### src/hdl/smpq_pkg.sv
package smpq_pkg;

  localparam int DATA_W       = 32;
  localparam int CAPACITY_DEF = 16;
  localparam int HELD_W       = 5;

  // item kind codes
  localparam logic KIND_INSERT = 1'b0;
  localparam logic KIND_REMOVE = 1'b1;

  // operation broadcast to every cell of the row
  typedef struct packed {
    logic              ins;
    logic              rem;
    logic [DATA_W-1:0] value;
  } smpq_cmd_t;

  // what a cell shows its neighbors
  typedef struct packed {
    logic              valid;
    logic              keep;
    logic [DATA_W-1:0] data;
  } smpq_link_t;

endpackage

### src/hdl/smpq_cell.sv
module smpq_cell (
  input  logic                          clk,
  input  logic                          rst,
  input  smpq_pkg::smpq_cmd_t           cmd,
  input  smpq_pkg::smpq_link_t          upper,
  input  smpq_pkg::smpq_link_t          lower,
  output smpq_pkg::smpq_link_t          self,
  output logic [smpq_pkg::DATA_W-1:0]   data_next
);
  import smpq_pkg::*;

  logic [DATA_W-1:0] data;
  logic              valid;
  logic              valid_next;
  logic              less;
  logic              keep;

  // a held value that is not below the new one stays; equals stay ahead
  assign less = $signed(data) < $signed(cmd.value);
  assign keep = valid & ~less;

  assign self.valid = valid;
  assign self.keep  = keep;
  assign self.data  = data;

  always_comb begin
    data_next  = data;
    valid_next = valid;
    if (cmd.ins) begin
      if (!keep) begin
        if (upper.keep) begin
          // insertion point: take the new value
          data_next  = cmd.value;
          valid_next = 1'b1;
        end else begin
          // shift down one place
          data_next  = upper.data;
          valid_next = upper.valid;
        end
      end
    end else if (cmd.rem) begin
      // advance toward the head
      data_next  = lower.data;
      valid_next = lower.valid;
    end
  end

  always_ff @(posedge clk) begin
    if (rst) begin
      valid <= 1'b0;
    end else begin
      valid <= valid_next;
    end
  end

  always_ff @(posedge clk) begin
    data <= data_next;
  end

endmodule

### src/hdl/sorted_max_priority_queue_core.sv
// Bounded max-first priority queue of signed 32-bit values.
//
// Item channel (item_valid/item_stall, fields kind and value): kind
// KIND_INSERT places value after any equal values already held, kind
// KIND_REMOVE takes out the largest value. Every accepted transaction
// yields exactly one result transaction on the result channel
// (result_valid/result_stall) carrying largest, smallest, held, dropped and
// empty_remove as they stand after that item.
//
// result_valid rises in the cycle after acceptance. Throughput is one
// item per cycle unless the receiver stalls: the values live in a row of
// CAPACITY cells, each comparing its entry against the broadcast value and
// holding, loading it or taking a neighbor's entry, all in the same cycle.
//
// When the receiver stalls, the result register holds its transaction and
// item_stall rises, so at most one result waits. Reset empties the queue
// (cell valid bits and the count clear at once; no clearing pass) and drops
// any pending result. An insert into a full queue is flagged by dropped,
// a remove from an empty queue by empty_remove; neither changes the state.
module sorted_max_priority_queue_core #(
  parameter int CAPACITY = smpq_pkg::CAPACITY_DEF
) (
  input  logic                          clk,
  input  logic                          rst,
  input  logic                          item_valid,
  output logic                          item_stall,
  input  logic                          kind,
  input  logic [smpq_pkg::DATA_W-1:0]   value,
  output logic                          result_valid,
  input  logic                          result_stall,
  output logic [smpq_pkg::DATA_W-1:0]   largest,
  output logic [smpq_pkg::DATA_W-1:0]   smallest,
  output logic [smpq_pkg::HELD_W-1:0]   held,
  output logic                          dropped,
  output logic                          empty_remove
);
  import smpq_pkg::*;

  localparam int CNT_W = $clog2(CAPACITY + 1);

  smpq_cmd_t         cmd;
  smpq_link_t        links [CAPACITY];
  smpq_link_t        uppers [CAPACITY];
  smpq_link_t        lowers [CAPACITY];
  logic [DATA_W-1:0] cell_next [CAPACITY];
  logic [CAPACITY-1:0] valid_vec;

  logic [CNT_W-1:0]        count;
  logic [CNT_W-1:0]        count_next;
  logic [CNT_W+HELD_W-1:0] count_wide;
  logic [DATA_W-1:0]       tail;
  logic [DATA_W-1:0]       tail_next;
  logic                    accept;
  logic                    full;
  logic                    empty;
  logic                    do_ins;
  logic                    do_rem;

  // hold new items while a finished result waits
  assign item_stall = result_valid & result_stall;
  assign accept     = item_valid & ~item_stall;

  assign full   = (count == CNT_W'(CAPACITY));
  assign empty  = (count == '0);
  assign do_ins = accept & (kind == KIND_INSERT) & ~full;
  assign do_rem = accept & (kind == KIND_REMOVE) & ~empty;

  assign cmd.ins   = do_ins;
  assign cmd.rem   = do_rem;
  assign cmd.value = value;

  // row of cells, head (largest) at index 0
  for (genvar i = 0; i < CAPACITY; i++) begin : g_cell
    if (i == 0) begin : g_head
      assign uppers[i] = '{valid: 1'b1, keep: 1'b1, data: '0};
    end else begin : g_mid
      assign uppers[i] = links[i-1];
    end
    if (i == CAPACITY - 1) begin : g_last
      assign lowers[i] = '{valid: 1'b0, keep: 1'b0, data: '0};
    end else begin : g_body
      assign lowers[i] = links[i+1];
    end

    smpq_cell u_cell (
      .clk       (clk),
      .rst       (rst),
      .cmd       (cmd),
      .upper     (uppers[i]),
      .lower     (lowers[i]),
      .self      (links[i]),
      .data_next (cell_next[i])
    );

    assign valid_vec[i] = links[i].valid;
  end

  // count and tail (smallest) tracking
  always_comb begin
    count_next = count;
    tail_next  = tail;
    if (do_ins) begin
      count_next = count + CNT_W'(1);
      if (empty || ($signed(value) < $signed(tail))) begin
        tail_next = value;
      end
    end else if (do_rem) begin
      count_next = count - CNT_W'(1);
      if (count == CNT_W'(1)) begin
        tail_next = '0;
      end
    end
  end

  assign count_wide = {{HELD_W{1'b0}}, count_next};

  always_ff @(posedge clk) begin
    if (rst) begin
      count        <= '0;
      result_valid <= 1'b0;
    end else begin
      count <= count_next;
      if (accept) begin
        result_valid <= 1'b1;
      end else if (!result_stall) begin
        result_valid <= 1'b0;
      end
    end
  end

  always_ff @(posedge clk) begin
    tail <= tail_next;
    if (accept) begin
      largest      <= (count_next == '0) ? '0 : cell_next[0];
      smallest     <= (count_next == '0) ? '0 : tail_next;
      held         <= count_wide[HELD_W-1:0];
      dropped      <= (kind == KIND_INSERT) & full;
      empty_remove <= (kind == KIND_REMOVE) & empty;
    end
  end

  // cell valid bits form a prefix whose length is the count
  a_valid_count: assert property (@(posedge clk) disable iff (rst)
    $countones(valid_vec) == int'(count))
    else $error("cell valid bits disagree with count");

  a_valid_prefix: assert property (@(posedge clk) disable iff (rst)
    ((valid_vec & (valid_vec + CAPACITY'(1))) == '0))
    else $error("cell valid bits not contiguous from head");

  a_count_range: assert property (@(posedge clk) disable iff (rst)
    count <= CNT_W'(CAPACITY))
    else $error("count above capacity");

  a_flags_excl: assert property (@(posedge clk) disable iff (rst)
    result_valid |-> !(dropped && empty_remove))
    else $error("both flags set on one result");

  a_order: assert property (@(posedge clk) disable iff (rst)
    (result_valid && (held != '0)) |-> ($signed(largest) >= $signed(smallest)))
    else $error("largest below smallest");

  a_result_after_accept: assert property (@(posedge clk) disable iff (rst)
    accept |=> result_valid)
    else $error("accepted item produced no result");

endmodule

### config.mk
export PLATFORM = sky130hd
export DESIGN_NAME = sorted_max_priority_queue_core
export DESIGN_NICKNAME = d
export VERILOG_FILES = /design/src/hdl/smpq_pkg.sv /design/src/hdl/smpq_cell.sv /design/src/hdl/sorted_max_priority_queue_core.sv
export SDC_FILE = /design/constraint.sdc
export NUM_CORES = 2
export LEC_CHECK = 0
export ABC_AREA = 1
export BUFFER_PORTS_ARGS = -buffer_cell sky130_fd_sc_hd__buf_2
export CORE_AREA = 8 8 311 313
export DETAILED_ROUTE_END_ITERATION = 10
export DIE_AREA = 0 0 319 321
export PLACE_DENSITY = 0.85
export SKIP_CTS_REPAIR_TIMING = 1
export SYNTH_ARGS = -nofsm -noshare
export SYNTH_HDL_FRONTEND = slang
export SYNTH_HIERARCHICAL = 1
export SYNTH_SLANG_ARGS = --single-unit
### constraint.sdc
create_clock -name clk -period 5.2 [get_ports clk]
set_input_delay 0.26 -clock clk [delete_from_list [all_inputs] [get_ports clk]]
set_output_delay 0.26 -clock clk [all_outputs]
set_load 0.01 [all_outputs]
==> load_flow_metrics.sql <==
INSERT INTO impl_metrics (metric_group, metric, value, unit) VALUES
('synth', 'syn-cell-area', '0.0547', 'mm^2'),
('route', 'detailedRoute.firstIterationViolations', '6090', ''),
('layout', 'final_net_count', '9053', ''),
('route', 'post-route-drc-count', '0', ''),
('worst_setup_path', 'worst_setup_path_start_kind', 'register', ''),
('power', 'swShare', '0.500', ''),
('layout', 'fillCellCount', '8352', ''),
('timing', 'period_share', '0.723', ''),
('placed_design', 'numPortBuffers', '109', ''),
('placed_design', 'dpl_worst_slack', '1.13', 'ns'),
('clock_network', 'tritoncts.num_buffers', '78', ''),
('worst_setup_path', 'worst_r2r_endpoint', 'smallest[0]$_SDFFCE_PN0P_', ''),
('worst_setup_path', 'r2r_start', 'count[0]$_SDFF_PP0_', ''),
('timing', 'timing_hold_violations_final', '0', ''),
('power', 'cellInternalPower', '16.5', 'mW'),
('power', 'worst_vdd_ir', '311', 'uV'),
('timing', 'final.min_clock_period', '3.76', 'ns'),
('global_routing', 'gr-total-overflow', '0', ''),
('job', 'max_cap_violations', '0', ''),
('clock_network', 'clk-insertion-delay-late', '0.65', 'ns'),
('clock_network', 'cts.clk_slew.worst_paths', '0.06', 'ns'),
('clock_network', 'root_buffer', 'clkbuf_16', ''),
('worst_setup_path', 'crit_start', 'count[0]$_SDFF_PP0_', ''),
('clock_network', 'clock_sinks', '637', ''),
('placed_design', 'post-dp-hpwl', '118000', 'um'),
('timing', 'worst_slew_pin_slew', '1.22', 'ns'),
('synth', 'number_of_warnings_printed_during_yosys_synthesis', '6', ''),
('timing', 'skew', '0.0344', 'ns'),
('worst_setup_path', 'end_kind', 'register', ''),
('clock_network', 'tritoncts', 'built', ''),
('power', 'leakagePower', '29.6', 'nW'),
('floorplanning', 'die_w', '319', 'um'),
('route', 'detail_route.first_pass.iterations', '7', ''),
('worst_setup_path', 'crit_required', '5.57', 'ns'),
('run_status', 'run_status', 'finished, final reports clean', ''),
('timing', 'setup_tns', '0', 'ns'),
('route', 'avgViaCountPerCell', '6.01', ''),
('timing', 'relSlewSlack', '0.187', ''),
('floorplanning', 'initial_utilization', '0.593', ''),
('timing', 'final_slew_viol_count', '0', ''),
('layout', 'areaGrowthSynthToFinish', '5.04', '%'),
('power', 'p_sw', '16.4', 'mW'),
('layout', 'drive_above_1_share', '0.0571', ''),
('route', 'routed_wirelength', '176000', 'um'),
('clock_network', 'max-clock-path-buffers', '3', ''),
('worst_setup_path', 'setup.worst_path.class', 'reg -> reg', ''),
('global_routing', 'via_count_of_the_first_global_routing_pass', '54627', ''),
('clock_network', 'ctsHtreeMaxLevel', '3', ''),
('worst_setup_path', 'worst_ep_arrival_time', '4.12', 'ns'),
('global_routing', 'first_pass_grt_wire_length', '279000', 'um'),
('power', 'p_seq_frac', '0.324', ''),
('floorplanning', 'die_h', '321', 'um'),
('global_routing', 'largest_net_degree_at_the_start_of_global_routing', '229', ''),
('worst_setup_path', 'timing.critical_path.to', 'smallest[0]$_SDFFCE_PN0P_', ''),
('route', 'final_routed_wire_length_divided_by_cell_count', '18.1', 'um'),
('global_routing', 'global_route.usage.total', '0.327', ''),
('synth', 'syn-instance-count', '8730', ''),
('power', 'pwr-share-clk', '0.171', ''),
('floorplanning', 'io_pins', '110', ''),
('worst_setup_path', 'rr_worst_depth', '13', ''),
('worst_setup_path', 'worst-path-max-fanout', '187', ''),
('power', 'combinational_cell_fraction_of_total_power', '0.505', ''),
('timing', 'rsz_0062_raised_after_global_routing', 'false', ''),
('floorplanning', 'area_of_the_die', '0.102', 'mm^2'),
('power', 'cellPowerDensity', '573', 'mW/mm^2'),
('synth', 'syn_avg_cell_area', '6.27', 'um^2'),
('route', 'antenna_violating_nets_post_route', '0', ''),
('floorplanning', 'fp-row-count', '112', ''),
('layout', 'share_of_the_core_filled_with_cells', '0.623', ''),
('worst_hold_path', 'min_path_type', 'in -> reg', ''),
('route', 'vias', '58561', ''),
('placed_design', 'gpl.final_weighted_congestion', '0.906', ''),
('global_routing', 'antenna_found_initial', '7', ''),
('floorplanning', 'fp.coreArea', '0.0922', 'mm^2'),
('timing', 'setup-violations-final', '0', ''),
('worst_setup_path', 'ff2ff_setup_slack', '1.44', 'ns'),
('timing', 'highest_attainable_clock_frequency', '0.266', 'GHz'),
('timing', 'worst_slack', '1.44', 'ns');
-- registers in the layout, summed over array words and instances, names as in the netlist --
register	count
g_cell.u_cell/data	512
largest	32
smallest	32
tail	32
g_cell.u_cell/valid	16
count	5
held	5
dropped	1
empty_remove	1
result_valid	1
-- power groups by stage --
stage                     sequential (mW)  combinational [mW]  clock [mW]
after floorplan                      8.94                13.1           0
after global placement               10.5                15.5           0
after detailed placement             10.6                16.1           0
after CTS                            10.5                16.3        5.64
after global routing                 10.8                19.0        5.87
final                                10.7                16.6        5.62
-- how the worst min path moves through the flow --
stage	startpoint	to	slack, ns	depth (start not counted)
final	item_valid	result_valid$_SDFFE_PP0P_	0.02	3
after global routing	item_valid	result_valid$_SDFFE_PP0P_	0.04	3
after CTS	result_stall	result_valid$_SDFFE_PP0P_	-0.12	3
after detailed placement	tail[31]$_DFF_P_	tail[31]$_DFF_P_	0.49	2
after global placement	tail[1]$_DFF_P_	tail[1]$_DFF_P_	0.49	2
after floorplan	rst	result_valid$_SDFFE_PP0P_	0.33	1
-- critical path: stages (launching register included) --
cell	delay, ns
dfxtp_1	0.36
inv_1	0.12
ha_1	0.22
inv_1	0.14
nor2_4	0.07
nand2_4	0.07
nand2_4	0.31
inv_16	0.58
nand4_1	0.29
o21ai_2	0.28
nand3_2	0.13
nor3_4	0.14
buf_4	0.53
a21oi_1	0.14
-- cell usage in the layout, fill, tap and decap left out, drive strengths merged, types with 3 or more instances in the layout --
master	count
bufinv	5
a21oi	798
dfxtp	566
nor2	245
edfxtp	71
nor3	48
ha	530
nand4	546
inv	1337
o21ai	1080
nand2	2154
buf	209
clkinv	15
xor2	3
nand3	714
mux2i	16
or2	16
o21a	4
conb	67
clkbuf	115
-- per-stage QoR --
step | hold slack [ns] | area [um^2] | total power [mW] | cells
finish | 0.0226 | 57500 | 32.9 | 9745
global route | 0.0397 | 57500 | 35.6 | 9745
CTS | -0.122 | 57400 | 32.5 | 9741
detailed placement | 0.494 | 54900 | 26.7 | 9601
global placement | 0.485 | 54900 | 26.0 | 9601
floorplan | 0.329 | 54900 | 22.1 | 8795
-- layout make-up --
type | instances | area, um^2 | area share
multi-input combinational | 6224 | 33600 | 0.584
sequential | 637 | 13500 | 0.234
inverter | 1334 | 5020 | 0.0874
clock buffer | 115 | 2270 | 0.0396
tap | 1197 | 1500 | 0.0261
timing repair buffer | 211 | 1350 | 0.0236
clock inverter | 25 | 288 | 0.00501
antenna | 2 | 5.00 | 0.0000871
-- metal layers --
| metal | global-route usage | share of wire |
|---|---|---|
| met5 | 0 | 0.00016 |
| met4 | 0.235 | 0.083 |
| met2 | 0.542 | 0.45 |
| met3 | 0.0632 | 0.089 |
| met1 | 0.377 | 0.38 |
Power figures use the tool's default switching activity.
